==> src/hdl/tcp_pkg.sv <==
// Shared types and constants for the transmit-completion token parser.
// Used by the lane, merge, output buffer and top-level modules; no dependencies.

package tcp_pkg;

    // Field widths fixed by the event word layout.
    localparam int unsigned WORD_W   = 32;
    localparam int unsigned TOKEN_W  = 15;
    localparam int unsigned TOTAL_W  = 10;
    localparam int unsigned COUNT_W  = 11;
    localparam int unsigned STATUS_W = 2;
    localparam int unsigned KIND_W   = 2;
    localparam int unsigned VER_W    = 4;

    // Two token slots per body word; one word yields up to three results.
    localparam int unsigned LANES       = 2;
    localparam int unsigned MAX_RESULTS = 3;
    localparam int unsigned SLOT_IDX_W  = 2;

    // Token slot value that means "no token here".
    localparam logic [TOKEN_W-1:0] NO_TOKEN = 15'h7fff;

    // Smallest accepted event version.
    localparam logic [VER_W-1:0] MIN_VERSION = 4'd4;

    // Bit positions within the event words.
    localparam int unsigned PAIR_BIT    = 31;
    localparam int unsigned HEADER_BIT  = 30;
    localparam int unsigned STATUS_LSB  = 28;
    localparam int unsigned TOTAL_LSB   = 16;
    localparam int unsigned VERSION_LSB = 16;

    // Result kinds.
    typedef enum logic [KIND_W-1:0] {
        KIND_TOKEN = 2'd0,
        KIND_DONE  = 2'd1,
        KIND_ERROR = 2'd2
    } kind_t;

    // Position of the next word within an event, one-hot.
    typedef enum logic [2:0] {
        POS_TOTAL   = 3'b001,
        POS_VERSION = 3'b010,
        POS_BODY    = 3'b100
    } pos_t;

    // Parser state carried from word to word.
    typedef struct packed {
        pos_t                pos;
        logic [TOTAL_W-1:0]  total;
        logic [COUNT_W-1:0]  count;
        logic [STATUS_W-1:0] status;
        logic                finished;
    } state_t;

    // What one token lane found.
    typedef struct packed {
        logic               valid;
        logic [TOKEN_W-1:0] token;
        logic [COUNT_W-1:0] count;
    } lane_t;

    // One result, without its run marker.
    typedef struct packed {
        kind_t               kind;
        logic [TOKEN_W-1:0]  token;
        logic [STATUS_W-1:0] status;
        logic [COUNT_W-1:0]  count;
    } result_t;

    // Results of one word, compacted into the low slots, with their number.
    typedef struct packed {
        result_t [MAX_RESULTS-1:0] slot;
        logic [SLOT_IDX_W-1:0]     num;
    } batch_t;

endpackage

==> src/hdl/tx_completion_token_parser.sv <==
// Top level of the transmit-completion token parser: stream ports, parser state
// and the merge and output-buffer stages. Depends on tcp_pkg, tcp_merge, tcp_outbuf.
//
//  Channel  | Direction | tdata                                       | tuser       | tlast
//  s_axis   | in        | event_word[31:0]                            | -           | final_word
//  m_axis   | out       | released_token, release_status, tokens_rel. | result_kind | run_end
//
// A word is decoded in the cycle it is taken; its zero to three results are
// registered and leave one beat per cycle while m_axis_tready is high.
// The single output channel thus sets how fast words are taken.
// A new word is taken in the cycle the last beat of the previous word leaves.
// Reset (rst_n low) returns the parser to the start of an event and empties the
// output buffer.

module tx_completion_token_parser
(
    input  logic        clk,
    input  logic        rst_n,

    input  logic        s_axis_tvalid,
    output logic        s_axis_tready,
    input  logic [31:0] s_axis_tdata,   // event_word[31:0]
    input  logic        s_axis_tlast,   // final_word

    output logic        m_axis_tvalid,
    input  logic        m_axis_tready,
    output logic [31:0] m_axis_tdata,   // released_token[14:0], release_status[16:15],
                                        // tokens_released[27:17], zero[31:28]
    output logic [1:0]  m_axis_tuser,   // result_kind[1:0]
    output logic        m_axis_tlast    // run_end
);

    tcp_pkg::state_t  state_reg;
    tcp_pkg::state_t  state_next;
    tcp_pkg::state_t  merged_state;
    tcp_pkg::batch_t  batch;
    tcp_pkg::result_t out_result;
    logic             buf_free;
    logic             accept;

    // Input handshake.
    assign s_axis_tready = buf_free;
    assign accept        = s_axis_tvalid && s_axis_tready;

    // Decode the word and merge the lane results.
    tcp_merge u_merge
    (
        .word       (s_axis_tdata),
        .last       (s_axis_tlast),
        .state      (state_reg),
        .state_next (merged_state),
        .batch      (batch)
    );

    assign state_next = accept ? merged_state : state_reg;

    // Parser state.
    always_ff @(posedge clk or negedge rst_n)
    begin
        if (!rst_n)
        begin
            state_reg.pos      <= tcp_pkg::POS_TOTAL;
            state_reg.total    <= '0;
            state_reg.count    <= '0;
            state_reg.status   <= '0;
            state_reg.finished <= 1'b0;
        end
        else
        begin
            state_reg <= state_next;
        end
    end

    // Output buffer.
    tcp_outbuf u_outbuf
    (
        .clk        (clk),
        .rst_n      (rst_n),
        .load       (accept),
        .batch      (batch),
        .free       (buf_free),
        .out_valid  (m_axis_tvalid),
        .out_ready  (m_axis_tready),
        .out_result (out_result),
        .out_last   (m_axis_tlast)
    );

    // Output packing.
    assign m_axis_tdata = {4'b0000, out_result.count, out_result.status, out_result.token};
    assign m_axis_tuser = out_result.kind;

    // Assertions.
    a_finished_in_body: assert property (@(posedge clk) disable iff (!rst_n)
        state_reg.finished |-> (state_reg.pos == tcp_pkg::POS_BODY))
        else $error("event finished outside the body words");

    a_count_bound: assert property (@(posedge clk) disable iff (!rst_n)
        state_reg.count <= ({1'b0, state_reg.total} + tcp_pkg::COUNT_W'(1))
        || (state_reg.pos != tcp_pkg::POS_BODY))
        else $error("released count overran the expected total");

    a_pos_onehot: assert property (@(posedge clk) disable iff (!rst_n)
        $onehot(state_reg.pos))
        else $error("word position lost its one-hot code");

endmodule

==> src/hdl/tcp_lane.sv <==
// One token lane: checks one 15-bit token slot and advances the running count.
// Depends on tcp_pkg.

module tcp_lane
(
    input  logic                        enable,
    input  logic [tcp_pkg::TOKEN_W-1:0] slot,
    input  logic [tcp_pkg::COUNT_W-1:0] base_count,
    output tcp_pkg::lane_t              lane
);

    // A slot releases a token unless it holds the empty marker.
    always_comb
    begin
        lane.valid = enable && (slot != tcp_pkg::NO_TOKEN);
        lane.token = slot;
        lane.count = base_count + tcp_pkg::COUNT_W'(lane.valid);
    end

endmodule

==> src/hdl/tcp_merge.sv <==
// Word decoder and merge stage: runs the two token lanes on a body word and
// combines their findings with the done/error check. Depends on tcp_pkg, tcp_lane.

module tcp_merge
(
    input  logic [tcp_pkg::WORD_W-1:0] word,
    input  logic                       last,
    input  tcp_pkg::state_t            state,
    output tcp_pkg::state_t            state_next,
    output tcp_pkg::batch_t            batch
);

    logic                              token_word;
    tcp_pkg::lane_t [tcp_pkg::LANES-1:0] lanes;
    logic [tcp_pkg::COUNT_W-1:0]       lane_base [tcp_pkg::LANES];
    logic                              fin;
    tcp_pkg::kind_t                    fin_kind;
    tcp_pkg::result_t                  res_tok0;
    tcp_pkg::result_t                  res_tok1;
    tcp_pkg::result_t                  res_fin;

    // A body word that is neither a pair nor a header carries two tokens.
    assign token_word = !state.finished && (state.pos == tcp_pkg::POS_BODY)
                        && !word[tcp_pkg::PAIR_BIT] && !word[tcp_pkg::HEADER_BIT];

    // Token lanes, each counting on from the lane below it.
    genvar gi;
    generate
        for (gi = 0; gi < tcp_pkg::LANES; gi++)
        begin : g_lane
            if (gi == 0)
            begin : g_first
                assign lane_base[gi] = state.count;
            end
            else
            begin : g_next
                assign lane_base[gi] = lanes[gi-1].count;
            end

            tcp_lane u_lane
            (
                .enable     (token_word),
                .slot       (word[tcp_pkg::TOKEN_W*gi +: tcp_pkg::TOKEN_W]),
                .base_count (lane_base[gi]),
                .lane       (lanes[gi])
            );
        end
    endgenerate

    // Next state and the closing result of the event, if any.
    always_comb
    begin
        state_next = state;
        fin        = 1'b0;
        fin_kind   = tcp_pkg::KIND_DONE;

        if (state.finished)
        begin
            // Skip words until the final marker rearms the parser.
            if (last)
            begin
                state_next.pos      = tcp_pkg::POS_TOTAL;
                state_next.finished = 1'b0;
            end
        end
        else
        begin
            unique case (state.pos)
                tcp_pkg::POS_TOTAL:
                begin
                    state_next.total  = word[tcp_pkg::TOTAL_LSB +: tcp_pkg::TOTAL_W];
                    state_next.count  = '0;
                    state_next.status = '0;
                    state_next.pos    = tcp_pkg::POS_VERSION;
                    if (last)
                    begin
                        fin      = 1'b1;
                        fin_kind = tcp_pkg::KIND_ERROR;
                    end
                end
                tcp_pkg::POS_VERSION:
                begin
                    state_next.pos = tcp_pkg::POS_BODY;
                    if (word[tcp_pkg::VERSION_LSB +: tcp_pkg::VER_W] < tcp_pkg::MIN_VERSION)
                    begin
                        fin      = 1'b1;
                        fin_kind = tcp_pkg::KIND_ERROR;
                    end
                    else if (state.count >= {1'b0, state.total})
                    begin
                        fin      = 1'b1;
                        fin_kind = tcp_pkg::KIND_DONE;
                    end
                    else if (last)
                    begin
                        fin      = 1'b1;
                        fin_kind = tcp_pkg::KIND_ERROR;
                    end
                end
                tcp_pkg::POS_BODY:
                begin
                    if (!word[tcp_pkg::PAIR_BIT] && word[tcp_pkg::HEADER_BIT])
                    begin
                        state_next.status = word[tcp_pkg::STATUS_LSB +: tcp_pkg::STATUS_W];
                    end
                    state_next.count = lanes[tcp_pkg::LANES-1].count;
                    if (state_next.count >= {1'b0, state.total})
                    begin
                        fin      = 1'b1;
                        fin_kind = tcp_pkg::KIND_DONE;
                    end
                    else if (last)
                    begin
                        fin      = 1'b1;
                        fin_kind = tcp_pkg::KIND_ERROR;
                    end
                end
                default:
                begin
                    state_next.pos = tcp_pkg::POS_TOTAL;
                end
            endcase

            // An ended event either rearms at once or waits for the final marker.
            if (fin)
            begin
                if (last)
                begin
                    state_next.pos = tcp_pkg::POS_TOTAL;
                end
                else
                begin
                    state_next.finished = 1'b1;
                end
            end
        end
    end

    // Candidate results: one per lane and the closing one.
    always_comb
    begin
        res_tok0.kind   = tcp_pkg::KIND_TOKEN;
        res_tok0.token  = lanes[0].token;
        res_tok0.status = state_next.status;
        res_tok0.count  = lanes[0].count;

        res_tok1.kind   = tcp_pkg::KIND_TOKEN;
        res_tok1.token  = lanes[1].token;
        res_tok1.status = state_next.status;
        res_tok1.count  = lanes[1].count;

        res_fin.kind    = fin_kind;
        res_fin.token   = '0;
        res_fin.status  = state_next.status;
        res_fin.count   = state_next.count;
    end

    // Pack the valid results into the low slots in arrival order.
    always_comb
    begin
        batch.slot[0] = lanes[0].valid ? res_tok0 : (lanes[1].valid ? res_tok1 : res_fin);
        batch.slot[1] = (lanes[0].valid && lanes[1].valid) ? res_tok1 : res_fin;
        batch.slot[2] = res_fin;
        batch.num     = tcp_pkg::SLOT_IDX_W'(lanes[0].valid) + tcp_pkg::SLOT_IDX_W'(lanes[1].valid)
                        + tcp_pkg::SLOT_IDX_W'(fin);
    end

endmodule

==> src/hdl/tcp_outbuf.sv <==
// Output buffer: holds the results of one word and sends them one beat at a time.
// Depends on tcp_pkg.

module tcp_outbuf
(
    input  logic                            clk,
    input  logic                            rst_n,
    input  logic                            load,
    input  tcp_pkg::batch_t                 batch,
    output logic                            free,
    output logic                            out_valid,
    input  logic                            out_ready,
    output tcp_pkg::result_t                out_result,
    output logic                            out_last
);

    tcp_pkg::result_t                  slot_reg [tcp_pkg::MAX_RESULTS];
    logic [tcp_pkg::SLOT_IDX_W-1:0]    num_reg;
    logic [tcp_pkg::SLOT_IDX_W-1:0]    num_next;
    logic [tcp_pkg::SLOT_IDX_W-1:0]    idx_reg;
    logic [tcp_pkg::SLOT_IDX_W-1:0]    idx_next;
    logic                              pop;
    logic                              pop_last;

    // Handshake on the output side and room for a new word.
    assign out_valid = (num_reg != '0);
    assign out_last  = (idx_reg == (num_reg - tcp_pkg::SLOT_IDX_W'(1)));
    assign pop       = out_valid && out_ready;
    assign pop_last  = pop && out_last;
    assign free      = !out_valid || pop_last;

    // Current beat, selected by the read index.
    always_comb
    begin
        case (idx_reg)
            2'd0:    out_result = slot_reg[0];
            2'd1:    out_result = slot_reg[1];
            2'd2:    out_result = slot_reg[2];
            default: out_result = slot_reg[0];
        endcase
    end

    // Fill and read-index control.
    always_comb
    begin
        num_next = num_reg;
        idx_next = idx_reg;
        if (pop_last)
        begin
            num_next = '0;
            idx_next = '0;
        end
        else if (pop)
        begin
            idx_next = idx_reg + tcp_pkg::SLOT_IDX_W'(1);
        end
        if (load)
        begin
            num_next = batch.num;
            idx_next = '0;
        end
    end

    always_ff @(posedge clk or negedge rst_n)
    begin
        if (!rst_n)
        begin
            num_reg <= '0;
            idx_reg <= '0;
        end
        else
        begin
            num_reg <= num_next;
            idx_reg <= idx_next;
        end
    end

    // Result payload needs no reset.
    always_ff @(posedge clk)
    begin
        if (load)
        begin
            for (int i = 0; i < tcp_pkg::MAX_RESULTS; i++)
            begin
                slot_reg[i] <= batch.slot[i];
            end
        end
    end

    // Assertions.
    a_num_range: assert property (@(posedge clk) disable iff (!rst_n)
        num_reg <= tcp_pkg::SLOT_IDX_W'(tcp_pkg::MAX_RESULTS))
        else $error("result count out of range");

    a_idx_below_num: assert property (@(posedge clk) disable iff (!rst_n)
        (num_reg != '0) |-> (idx_reg < num_reg))
        else $error("read index past the stored results");

    a_idle_idx: assert property (@(posedge clk) disable iff (!rst_n)
        (num_reg == '0) |-> (idx_reg == '0))
        else $error("read index not cleared while empty");

    a_load_when_free: assert property (@(posedge clk) disable iff (!rst_n)
        load |-> free)
        else $error("new word loaded over pending results");

endmodule
==> config.mk <==
export PLATFORM = sky130hd
export DESIGN_NAME = tx_completion_token_parser
export DESIGN_NICKNAME = d
export VERILOG_FILES = /design/src/hdl/tcp_pkg.sv /design/src/hdl/tx_completion_token_parser.sv /design/src/hdl/tcp_lane.sv /design/src/hdl/tcp_merge.sv /design/src/hdl/tcp_outbuf.sv
export SDC_FILE = /design/constraint.sdc
export NUM_CORES = 1
export LEC_CHECK = 0
export ABC_AREA = 1
export ABC_CLOCK_PERIOD_IN_PS = 8500
export BUFFER_PORTS_ARGS = -buffer_cell sky130_fd_sc_hd__buf_2
export CORE_MARGIN = 3
export CORE_UTILIZATION = 23
export CTS_CLUSTER_DIAMETER = 120
export CTS_CLUSTER_SIZE = 28
export DETAILED_ROUTE_END_ITERATION = 10
export PLACE_DENSITY = 0.4
export SYNTH_ARGS = -nofsm -noshare
export SYNTH_HDL_FRONTEND = slang
export SYNTH_HIERARCHICAL = 1
export SYNTH_SLANG_ARGS = --single-unit
==> constraint.sdc <==
create_clock -name clk -period 8.5 [get_ports clk]
set_input_delay 0.425 -clock clk [delete_from_list [all_inputs] [get_ports clk]]
set_output_delay 0.425 -clock clk [all_outputs]
set_load 0.01 [all_outputs]
Word level (Yosys, flattened, before mapping). Memories as Yosys holds them, arrays and structs flattened. Cells that the tools add are included.

Add/sub/neg operators: 6. Order comparisons: 3. Equality and inequality tests: 9. Muxes and demuxes: 35. Bitwise operators: 1. Reduce and logical (&&, ||, !) cells: 20.

Operators by type and width (number): 30-bit 2-to-1 mux (3); 30-bit case mux with 2 select lines (1); 15-bit != test (second input constant) (2); 13-bit case mux with 2 select lines (1); 11-bit by 1-bit adder with 11-bit output (2); 11-bit by 10-bit greater-or-equal comparator with 1-bit output (2); 2-bit 2-to-1 mux (11); 13-bit 2-to-1 mux (1); 3-bit 2-to-1 mux (4); 1-bit 2-to-1 mux (11); 1-bit logical AND (10); 3-bit case mux with 3 select lines (1); 2-bit case mux with 3 select lines (1); 1-bit logical NOT (4); 4-bit by 3-bit less-than comparator with 1-bit output (second input constant) (1); 2-bit nonzero test (2); 3-bit by 1-bit == test with 1-bit output (second input constant) (1); 3-bit by 2-bit == test with 1-bit output (second input constant) (1); 3-bit == test (second input constant) (1); 1-bit case mux with 3 select lines (1); 3-bit AND reduction (1); 3-bit nonzero test (1); 1-bit by 1-bit adder with 2-bit output (1); 2-bit by 1-bit adder with 2-bit output (1); other kinds (9) (9).

Bits in registers: 31. Bits in writable memories: 90. Input port bits: 37. Memories: 1.

Memories: u_outbuf.slot_reg (depth 3, width 30, read ports 3, clocked after Yosys merged registers in 0, write ports 3, RTL line tcp_outbuf.sv:17) `tcp_pkg::result_t slot_reg [tcp_pkg::MAX_RESULTS];`.

Depth between registers and ports, before layout. Gate-level depths: netlist of the first run.

Depth in word-level cells: 14. Mapped depth: 32. Mapped depth without buffers: 31.

Modules after synthesis. The synthesis of the first run kept the hierarchy.

Modules (own cells, without submodules): tcp_outbuf (instances 1, cells each 261, area each 3557.2 sq um, seq. area each 2802.7 sq um); tcp_merge (instances 1, cells each 369, area each 1996.9 sq um, seq. area each 0.0 sq um); tx_completion_token_parser (instances 1, cells each 123, area each 1173.6 sq um, seq. area each 676.9 sq um); tcp_lane (instances 2, cells each 77, area each 419.2 sq um, seq. area each 0.0 sq um).

Least setup slack after synthesis of the first run. OpenSTA, ideal clock, no wires.

Path type: register to register. From: register state_reg[25] in the netlist's numbering. To: register u_outbuf/num_reg[0] in the netlist's numbering. Library setup time: 0.075 ns. Data arrival time: 4.220 ns. Required time: 8.425 ns. Slack: 4.205 ns. Stages on the path, launching flop included: 28. Clock period less this slack: 4.295 ns. Cell sequence: dfrtp_1 nor3_4 nand2_4 buf_6 nor3_1 inv_1 nor2_1 ha_1 ha_1 nand3_2 xnor2_1 nand2_1 nor2_4 xor2_1 ha_1 nand2_1 inv_1 nand2_1 nand2_1 a21oi_1 nand4_1 nand2_1 nand3_1 nand2_1 fa_1 inv_1 nand2_1 nand2_1.

RTL lines: start: declaration (RTL line tx_completion_token_parser.sv:33) `tcp_pkg::state_t state_reg;`; start signal: assignment (RTL line tx_completion_token_parser.sv:70) `state_reg <= state_next;`; end signal: assignment (RTL line tcp_outbuf.sv:73) `num_reg <= num_next;`; end: declaration (RTL line tcp_outbuf.sv:18) `logic [tcp_pkg::SLOT_IDX_W-1:0] num_reg;`.

==> results.py, run 1 <==
metrics = {
    "worst_setup_path": {
        "r2r_start": "state_reg[25]$_DFFE_PN0P_",
        "reg2reg_depth": 27,
        "path_max_fanout": 22,
        "critical_path_required_ps": 8810,
        "worstReg2RegEnd": "u_outbuf/num_reg[0]$_DFFE_PN0P_",
        "crit_path_end_kind": "register",
        "crit_arrival_ps": 5250,
        "startpoint_type": "register",
        "path_class": "register to register",
        "r2r_setup_slack_ps": 3560,
    },
    "floorplan": {
        "num_io_pins": 74,
        "die_x_um": 187,
        "core-area_mm2": 0.0320,
        "dieArea_mm2": 0.0351,
        "rows": 65,
        "die_y_um": 187,
        "start_util_pct": 23.7,
    },
    "cells_and_area": {
        "fillers": 3496,
        "layout.nets": 980,
        "final_cell_area_mm2": 0.00844,
        "drive_gt1_share_pct": 15.6,
        "largest_reg_flops": 90,
        "syn2layout_area_growth_pct": 11.5,
        "n_antenna_cell": 0,
    },
    "logic_synthesis": {
        "postSynthAreaPerCell_um2": 8.34,
        "yosys_warnings": 6,
        "syn_area_mm2": 0.00757,
        "async_reset_ff_share_pct": 25.6,
        "synth-edff-count": 90,
        "ys_ff_latch": 121,
        "synth_area_leaders": "edfxtp_1 (36%), nand2_1 (12%), dfrtp_1 (9.9%)",
        "yosys.area.top_type": "edfxtp_1",
        "ys_types": 42,
        "ys_seq_area_share_pct": 46.0,
        "synth_top_area_share_pct": 35.7,
        "synthFlopType": "edfxtp_1",
        "yosysMostFrequentCell": "nand2_1",
        "synthTopCellsByCount": "nand2_1 (232), inv_1 (93), edfxtp_1 (90), nor2_1 (88), a21oi_1 (75)",
        "synth_cells": 907,
    },
    "global_routing": {
        "grt_use_total_pct": 12.4,
        "grt_start_max_net_pins": 69,
        "antenna_found_initial": 0,
        "gr-total-overflow": 0,
        "grt_pass1_vias": 5620,
        "grt_pass1_wl_um": 33700,
    },
    "placed_design": {
        "io_buffers": 69,
        "placed_cell_area_mm2": 0.00784,
        "dpl.hpwl_um": 14900,
        "globalplace.congestion": 0.876,
    },
    "timing": {
        "finalHoldViolCount": 0,
        "finClkSkew_ps": 13.1,
        "grt_setup_unrepaired": "no",
        "worst_pin_slew_ps": 1130,
        "post-route-min-period_ps": 4940,
        "slew_violations": 0,
        "tns_ps": 0,
        "setup_violations": 0,
        "fin_crit_sh_pct": 58.2,
        "timing.fmax_mhz": 202,
        "slew_headroom_pct": 24.5,
    },
    "drt": {
        "drt_iter0_markers": 337,
        "viasPerCell": 4.26,
        "drc": 0,
        "avgRoutedWirePerCell_um": 15.8,
        "drt-total-wl_um": 21600,
        "first_pass_iters": 5,
        "num_vias": 5812,
        "ant_nets": 0,
    },
    "power": {
        "p_seq_share_pct": 34.0,
        "p_per_area_mw_per_mm2": 289,
        "combPwrFrac_pct": 35.9,
        "clkPwrFrac_pct": 30.1,
        "p_sw_share_pct": 38.7,
        "p_switching_mw": 0.944,
        "peakVddDrop_uv": 134,
        "p_int_mw": 1.49,
        "p_leak_nw": 3.66,
    },
    "clocking": {
        "cts_tree": "done",
        "cts_buffers": 17,
        "post_cts_buffers": 0,
        "cts.path.max_buffers": 2,
        "hold_buffers": 0,
        "cts.clk_slew.worst_paths_ps": 60,
        "clock-sinks": 121,
        "cts_resized": 0,
        "root_buffer": "clkbuf_16",
        "clock_latency_ps": 420,
        "htreeDepth": 4,
    },
    "status": {
        "status": "finished, final reports clean",
    },
    "min_path": {
        "hp-class": "input pin to async pin",
    },
    "run": {
        "cap_violations": 0,
    },
}
-- worst max-delay path: stages (launching register included) --
cell and delay (ps):
dfrtp_1 460, nor3_4 360, nand2_4 270, nor3_1 310
inv_1 90, nor2_2 140, ha_1 210, ha_1 220
nand3_2 120, nor2_4 160, xor2_1 410, nand3_1 190
inv_1 80, nand3_1 60, nand2_1 60, nand2_1 70
ha_1 320, nand4_1 130, nor2_1 120, nand2_1 70
nand4_1 100, nand2_1 70, nand3_1 90, nand2_1 70
fa_1 480, inv_1 40, nand2_1 50, nand2_1 60
-- power groups by stage --
| stage | Sequential, mW | Clock (mW) | Combinational (mW) |
|---|---|---|---|
| 2_1_floorplan | 0.836 | 0 | 0.626 |
| 4_1_cts | 0.829 | 0.755 | 0.899 |
| 5_1_grt | 0.841 | 0.780 | 0.991 |
| 3_3_place_gp | 0.839 | 0 | 0.899 |
| 3_5_place_dp | 0.840 | 0 | 0.896 |
| 6_report | 0.828 | 0.735 | 0.876 |
-- cells by family after synthesis --
family / Yosys count / synth area share (%)
and+or+nand+nor: 418 / 23.9
buffers and inverters: 197 / 14.3
AOI/OAI and AO/OA: 130 / 9.71
DFF: 121 / 46.0
adders and majority gates: 28 / 4.73
xor gates and xnor gates: 10 / 1.16
other: 2 / 0.0993
muxes: 1 / 0.198
-- placed cells by master (no fill, tap or decap), drive strengths merged, types with 3 or more instances in the layout --
| cell type | Yosys | routed |
|---|---|---|
| nand3b | 7 | 7 |
| dfrtp | 30 | 30 |
| o22ai | 5 | 5 |
| ha | 27 | 27 |
| nand4 | 7 | 7 |
| a21oi | 75 | 75 |
| xor2 | 6 | 6 |
| clkbuf | 5 | 18 |
| inv | 96 | 100 |
| clkinv | 0 | 8 |
| nand2 | 243 | 243 |
| xnor2 | 4 | 4 |
| o21ai | 37 | 37 |
| buf | 96 | 73 |
| conb | 2 | 19 |
| o211ai | 11 | 11 |
| nand3 | 65 | 65 |
| edfxtp | 90 | 90 |
| nor3 | 3 | 3 |
| nor2 | 92 | 92 |
-- layout make-up --
type | instances | area, um^2 | share of cell area, %
sequential | 121 | 3480 | 41.2
clock buffer | 18 | 429 | 5.09
tap | 435 | 544 | 6.45
clock inverter | 14 | 164 | 1.94
multi-input combinational | 606 | 3080 | 36.5
inverter | 96 | 362 | 4.29
timing repair buffer | 73 | 375 | 4.45
-- metal layers --
layer  wire (um)  vias to the layer above  GRT usage (%)
met5           0                        -              0
met4         137                        0           2.60
met3        1050                       11           2.92
met2        9320                      126           18.6
met1       11100                     2764           18.1
li1            -                     2911              -
-- stage by stage --
| step | std cells | hold slack (ps) | total power [mW] | setup slack (ps) | utilization, % |
|---|---|---|---|---|---|
| 3_3_place_gp | 1331 | 454 | 1.74 | 3820 | 24.5 |
| 5_1_grt | 1363 | 160 | 2.61 | 3070 | 26.4 |
| 2_1_floorplan | 924 | 129 | 1.46 | 4200 | - |
| 3_5_place_dp | 1331 | 458 | 1.74 | 3610 | 24.5 |
| 6_report | 1363 | 122 | 2.44 | 3560 | 26.4 |
| 4_1_cts | 1363 | 136 | 2.48 | 3570 | 26.4 |
-- how the worst max path moves through the flow --
stage	start	endpoint	slack (ps)	cells after the start
6_report	state_reg[25]$_DFFE_PN0P_	u_outbuf/num_reg[0]$_DFFE_PN0P_	3560	27
5_1_grt	state_reg[25]$_DFFE_PN0P_	u_outbuf/num_reg[0]$_DFFE_PN0P_	3070	27
4_1_cts	state_reg[25]$_DFFE_PN0P_	u_outbuf/num_reg[0]$_DFFE_PN0P_	3570	27
3_5_place_dp	state_reg[25]$_DFFE_PN0P_	u_outbuf/num_reg[0]$_DFFE_PN0P_	3610	27
3_3_place_gp	state_reg[25]$_DFFE_PN0P_	u_outbuf/num_reg[0]$_DFFE_PN0P_	3820	27
2_1_floorplan	state_reg[25]$_DFFE_PN0P_	u_outbuf/num_reg[0]$_DFFE_PN0P_	4200	27
No activity file was read; power rests on OpenSTA's default activity.
==> run 2, diff against run 1 <==
--- a/config.mk
+++ b/config.mk
@@ -6,7 +6,7 @@
 export NUM_CORES = 1
 export LEC_CHECK = 0
 export ABC_AREA = 1
-export ABC_CLOCK_PERIOD_IN_PS = 8500
+export ABC_CLOCK_PERIOD_IN_PS = 4700
 export BUFFER_PORTS_ARGS = -buffer_cell sky130_fd_sc_hd__buf_2
 export CORE_MARGIN = 3
 export CORE_UTILIZATION = 23
==> constraint.sdc (replaced) <==
create_clock -name clk -period 4.7 [get_ports clk]
set_input_delay 0.235 -clock clk [delete_from_list [all_inputs] [get_ports clk]]
set_output_delay 0.235 -clock clk [all_outputs]
set_load 0.01 [all_outputs]
==> results.py, run 2 (synthesis results as in run 1) <==
metrics = {
    "cells_and_area": {
        "layout_common_cells": "nand2_1 (232), inv_1 (92), edfxtp_1 (90), nor2_1 (87), a21oi_1 (75)",
        "n_antenna_cell": 0,
        "layout.nets": 992,
        "largest_reg_flops": 90,
        "syn2layout_area_growth_pct": 13.0,
        "drive_gt1_share_pct": 16.8,
        "final_cell_area_mm2": 0.00855,
        "fin_util_pct": 26.7,
        "layout_commonest_cell": "nand2_1",
    },
    "placed_design": {
        "placed_cell_area_mm2": 0.00794,
        "io_buffers": 69,
        "dpl.hpwl_um": 15000,
        "post-place-ws_ps": 284,
        "globalplace.congestion": 0.824,
    },
    "power": {
        "peakVddDrop_uv": 246,
        "p_sw_share_pct": 39.8,
        "clkPwrFrac_pct": 29.8,
        "p_per_area_mw_per_mm2": 519,
        "p_switching_mw": 1.77,
        "p_int_mw": 2.67,
        "combPwrFrac_pct": 36.5,
        "p_seq_share_pct": 33.7,
        "p_leak_nw": 3.73,
    },
    "global_routing": {
        "grt_pass1_vias": 5926,
        "grt_pass1_wl_um": 35200,
        "gr-total-overflow": 0,
        "grt_start_max_net_pins": 44,
        "antenna_found_initial": 0,
        "grt_use_total_pct": 13.0,
    },
    "drt": {
        "ant_nets": 0,
        "drt_iter0_markers": 403,
        "first_pass_iters": 5,
        "num_vias": 5907,
        "viasPerCell": 4.30,
        "avgRoutedWirePerCell_um": 16.2,
        "drc": 0,
        "drt-total-wl_um": 22300,
    },
    "worst_setup_path": {
        "slowest_stage": "dfrtp_2",
        "crit_path_end_kind": "register",
        "slowest_delay_ps": 460,
        "path_buf_inv": 4,
        "cpMostUsedCell": "nand2_1",
        "startpoint_type": "register",
        "critical_path_required_ps": 5060,
        "crit_family": "simple AND/OR/NAND/NOR gates",
        "path_max_fanout": 5,
        "crit_arrival_ps": 4640,
        "path_class": "register to register",
    },
    "timing": {
        "slew_headroom_pct": 12.3,
        "setup_violations": 0,
        "worst_pin_slew_ps": 1310,
        "grt_setup_unrepaired": "no",
        "tns_ps": 0,
        "finalHoldViolCount": 0,
        "fin_ws_ps": 415,
        "post-route-min-period_ps": 4290,
        "slew_violations": 0,
        "hold_slack_ps": 108,
        "timing.fmax_mhz": 233,
        "finClkSkew_ps": 10.4,
        "fin_crit_sh_pct": 91.2,
    },
    "clocking": {
        "clock_latency_ps": 420,
        "post_cts_buffers": 0,
        "cts.clk_slew.worst_paths_ps": 70,
        "root_buffer": "clkbuf_16",
        "htreeDepth": 4,
        "clock-sinks": 121,
        "cts.path.max_buffers": 2,
        "cts_tree": "done",
        "cts_buffers": 17,
    },
    "run": {
        "cap_violations": 0,
    },
    "min_path": {
        "hp-class": "input pin to register",
    },
    "floorplan": {
        "start_util_pct": 23.7,
        "die_x_um": 187,
        "num_io_pins": 74,
        "rows": 65,
        "core-area_mm2": 0.0320,
        "die_y_um": 187,
        "dieArea_mm2": 0.0351,
    },
    "status": {
        "status": "finished, final reports clean",
    },
}
run 2: what timing repair did:
| item | 4_1_cts | 5_1_grt |
|---|---|---|
| hold buffers | 1 | 0 |
| hold endpoints to repair | 30 | 0 |
| setup endpoints to repair | 0 | 2 |
| resized for setup | 0 | 4 |
run 2: stage by stage:
stage,std cells,total power [mW]
floorplan,924,2.64
global placement,1342,3.17
detailed placement,1342,3.18
CTS,1375,4.52
global route,1375,4.76
finish,1375,4.44
run 2: worst register-to-register path: cells and delay by family (launching register included):
| kind | cells | cell delay, ps |
|---|---|---|
| flops | 1 | 460 |
| buf+inv | 4 | 360 |
| xor+xnor | 1 | 200 |
| fa+ha+maj | 4 | 1150 |
| compound gates | 1 | 160 |
| simple gates | 20 | 1860 |
run 2: layer usage:
layer / GRT usage (%) / wire length [um]
met2: 19.9 / 9760
met4: 2.54 / 119
met1: 19.1 / 11400
met5: 0 / 0
met3: 2.68 / 1080
run 2: layout make-up:
| class | count | area, um^2 |
|---|---|---|
| fill | 3511 | 23400 |
| clock inverter | 15 | 156 |
| sequential | 121 | 3480 |
| inverter | 96 | 362 |
| clock buffer | 17 | 425 |
| tap | 435 | 544 |
| timing repair buffer | 85 | 480 |
| multi-input combinational | 606 | 3100 |
run 2: final timing paths:
check	depth (start not counted)	endpoint	start	slack, ps
worst max-delay path	30	u_outbuf/num_reg[0]$_DFFE_PN0P_	state_reg[25]$_DFFE_PN0P_	410
worst min-delay path	3	u_outbuf/slot_reg[0][16]$_DFFE_PP_	s_axis_tdata[3]	110
max in group asynchronous	2	state_reg[25]$_DFFE_PN0P_	rst_n	3660
min in group asynchronous	2	state_reg[26]$_DFFE_PN0P_	rst_n	460
worst max register to register	30	u_outbuf/num_reg[0]$_DFFE_PN0P_	state_reg[25]$_DFFE_PN0P_	410
worst min register to register	2	state_reg[15]$_DFFE_PN0P_	state_reg[15]$_DFFE_PN0P_	470
run 2: power groups by stage:
stage               logic [mW]  registers (mW)  clock network (mW)
floorplan                 1.13            1.51                   0
global placement          1.66            1.52                   0
detailed placement        1.66            1.52                   0
CTS                       1.66            1.50                1.35
global route              1.84            1.52                1.40
finish                    1.62            1.50                1.32
==> run 3, diff against run 2 <==
--- a/config.mk
+++ b/config.mk
@@ -9,11 +9,12 @@
 export ABC_CLOCK_PERIOD_IN_PS = 4700
 export BUFFER_PORTS_ARGS = -buffer_cell sky130_fd_sc_hd__buf_2
 export CORE_MARGIN = 3
-export CORE_UTILIZATION = 23
+export CORE_UTILIZATION = 61
 export CTS_CLUSTER_DIAMETER = 120
 export CTS_CLUSTER_SIZE = 28
 export DETAILED_ROUTE_END_ITERATION = 10
-export PLACE_DENSITY = 0.4
+export MAX_ROUTING_LAYER = met4
+export PLACE_DENSITY = 0.84
 export SYNTH_ARGS = -nofsm -noshare
 export SYNTH_HDL_FRONTEND = slang
 export SYNTH_HIERARCHICAL = 1
==> results.py, run 3 (synthesis results as in run 1) <==
metrics = {
    "global_routing": {
        "grt_pass1_wl_um": 28100,
        "grt_pass1_vias": 5768,
        "gr-total-overflow": 0,
        "grt_use_total_pct": 26.6,
        "antenna_found_initial": 0,
        "grt_start_max_net_pins": 76,
    },
    "placed_design": {
        "io_buffers": 69,
        "globalplace.congestion": 0.975,
        "dpl.cell_count": 1071,
        "dpl.hpwl_um": 11800,
        "placed_cell_area_mm2": 0.00757,
    },
    "timing": {
        "tns_ps": 0,
        "worst_pin_slew_ps": 1120,
        "slew_headroom_pct": 25.2,
        "fin_crit_sh_pct": 91.7,
        "finClkSkew_ps": 7.69,
        "slew_violations": 0,
        "post-route-min-period_ps": 4310,
        "timing.fmax_mhz": 232,
        "setup_violations": 0,
        "finalHoldViolCount": 0,
        "grt_setup_unrepaired": "no",
    },
    "drt": {
        "ant_nets": 0,
        "wl_met3_um": 1430,
        "drc": 0,
        "drt-total-wl_um": 17600,
        "wl_met2_um": 8270,
        "num_vias": 6136,
        "avgRoutedWirePerCell_um": 15.9,
        "first_pass_iters": 6,
        "viasPerCell": 5.56,
        "drt_iter0_markers": 745,
        "wl_met1_um": 7420,
        "top_layer": "met4",
    },
    "cells_and_area": {
        "n_antenna_cell": 0,
        "area.sequential_mm2": 0.00348,
        "finalNonFillerCells": 1104,
        "largest_reg_flops": 90,
        "layout.nets": 988,
        "fillers": 946,
        "drive_gt1_share_pct": 15.8,
        "multi_input_area_mm2": 0.00311,
        "fin_util_pct": 68.0,
        "layout_common_cells": "nand2_1 (231), inv_1 (92), edfxtp_1 (90), nor2_1 (87), a21oi_1 (75)",
        "syn2layout_area_growth_pct": 8.43,
        "final_cell_area_mm2": 0.00820,
        "layout_commonest_cell": "nand2_1",
    },
    "clocking": {
        "cts_tree": "done",
        "cts.clk_slew.worst_paths_ps": 50,
        "cts_buffers": 17,
        "clock-sinks": 121,
        "cts.path.max_buffers": 2,
        "root_buffer": "clkbuf_16",
        "clock_latency_ps": 420,
        "post_cts_buffers": 0,
        "htreeDepth": 4,
    },
    "floorplan": {
        "die_x_um": 117,
        "rows": 40,
        "num_io_pins": 74,
        "start_util_pct": 62.7,
        "die_y_um": 117,
        "dieArea_mm2": 0.0138,
        "core-area_mm2": 0.0121,
    },
    "run": {
        "cap_violations": 0,
    },
    "worst_setup_path": {
        "r2r_setup_slack_ps": 390,
        "crit_path_end_kind": "register",
        "crit_arrival_ps": 4670,
        "path_max_fanout": 5,
        "startpoint_type": "register",
        "critical_path_required_ps": 5060,
        "path_class": "register to register",
    },
    "min_path": {
        "hp-class": "input pin to register",
    },
    "power": {
        "finalPower_mw": 4.35,
        "p_leak_nw": 3.71,
        "p_per_area_mw_per_mm2": 530,
        "peakVddDrop_uv": 218,
    },
    "status": {
        "status": "finished, final reports clean",
    },
}
run 3: changes by cell type in the layout (fill, tap and decap cells not counted), moves of 2 or more:
cell       before  now
ha_2            2    0
inv_8           4    0
clkbuf_8        0    2
buf_4          14   10
inv_6           6    0
ha_1           25   27
bufinv_16       1    3
clkbuf_1        0    5
run 3: layout make-up:
type / instances / area share, %
inverters: 96 / 4.41
flip-flops and latches: 121 / 42.4
repair buffers: 81 / 5.49
clock inverters: 8 / 1.49
multi-input cells: 606 / 37.9
clock buffers: 24 / 5.75
well taps: 168 / 2.56
run 3: path summary, 6_finish.rpt:
path / start / cells after the start / endpoint
max: state_reg[26]$_DFFE_PN0P_ / 24 / u_outbuf/num_reg[0]$_DFFE_PN0P_
min: s_axis_tdata[3] / 3 / u_outbuf/slot_reg[0][16]$_DFFE_PP_
max reg2reg: state_reg[26]$_DFFE_PN0P_ / 24 / u_outbuf/num_reg[0]$_DFFE_PN0P_
min reg2reg: state_reg[20]$_DFFE_PN0P_ / 2 / state_reg[20]$_DFFE_PN0P_
max in group asynchronous: rst_n / 2 / state_reg[12]$_DFFE_PN0P_
min in group asynchronous: rst_n / 2 / state_reg[25]$_DFFE_PN0P_
run 3: power by group:
| group | leakage, nW | switching (mW) | internal (mW) |
|---|---|---|---|
| Combinational | 2.12 | 1.03 | 0.504 |
| Clock | 0.282 | 0.454 | 0.859 |
| Sequential | 1.31 | 0.0900 | 1.41 |
run 3: repair_timing:
item,in CTS,in global routing
hold buffers,1,0
endpoints found under the hold margin,30,0
endpoints found under the setup margin,0,2
gates resized for setup,0,5
run 3: layer usage:
metal | up-vias | global-route usage (%)
li1 | 2927 | -
met1 | 2879 | 34.6
met2 | 289 | 41.3
met3 | 41 | 5.40
met4 | 0 | 10.6
met5 | - | -
run 3: worst max-delay path: stages (launching register included):
cell     delay [ps]
dfrtp_1         380
inv_2            70
nor3_4          210
nand2_4          70
nor3_2          170
inv_1            80
nor2_2          140
ha_1            210
nand3_1         140
xnor2_1         470
nand3_2         210
nor2_4          180
xor2_1          280
ha_1            310
a21oi_1         170
nand2_1          70
a21oi_1         160
nand4_1         100
nand2_1          90
nand3_1          70
nand2_1          80
fa_1            410
inv_1            60
nand2_1          50
nand2_1          80
run 3: metrics by stage:
stage                     hold slack, ps  worst slack [ps]
final                                112               388
after global routing                 118              2.77
after CTS                            105               225
after detailed placement             337               252
after global placement               345               392
after floorplan                    -60.6               405
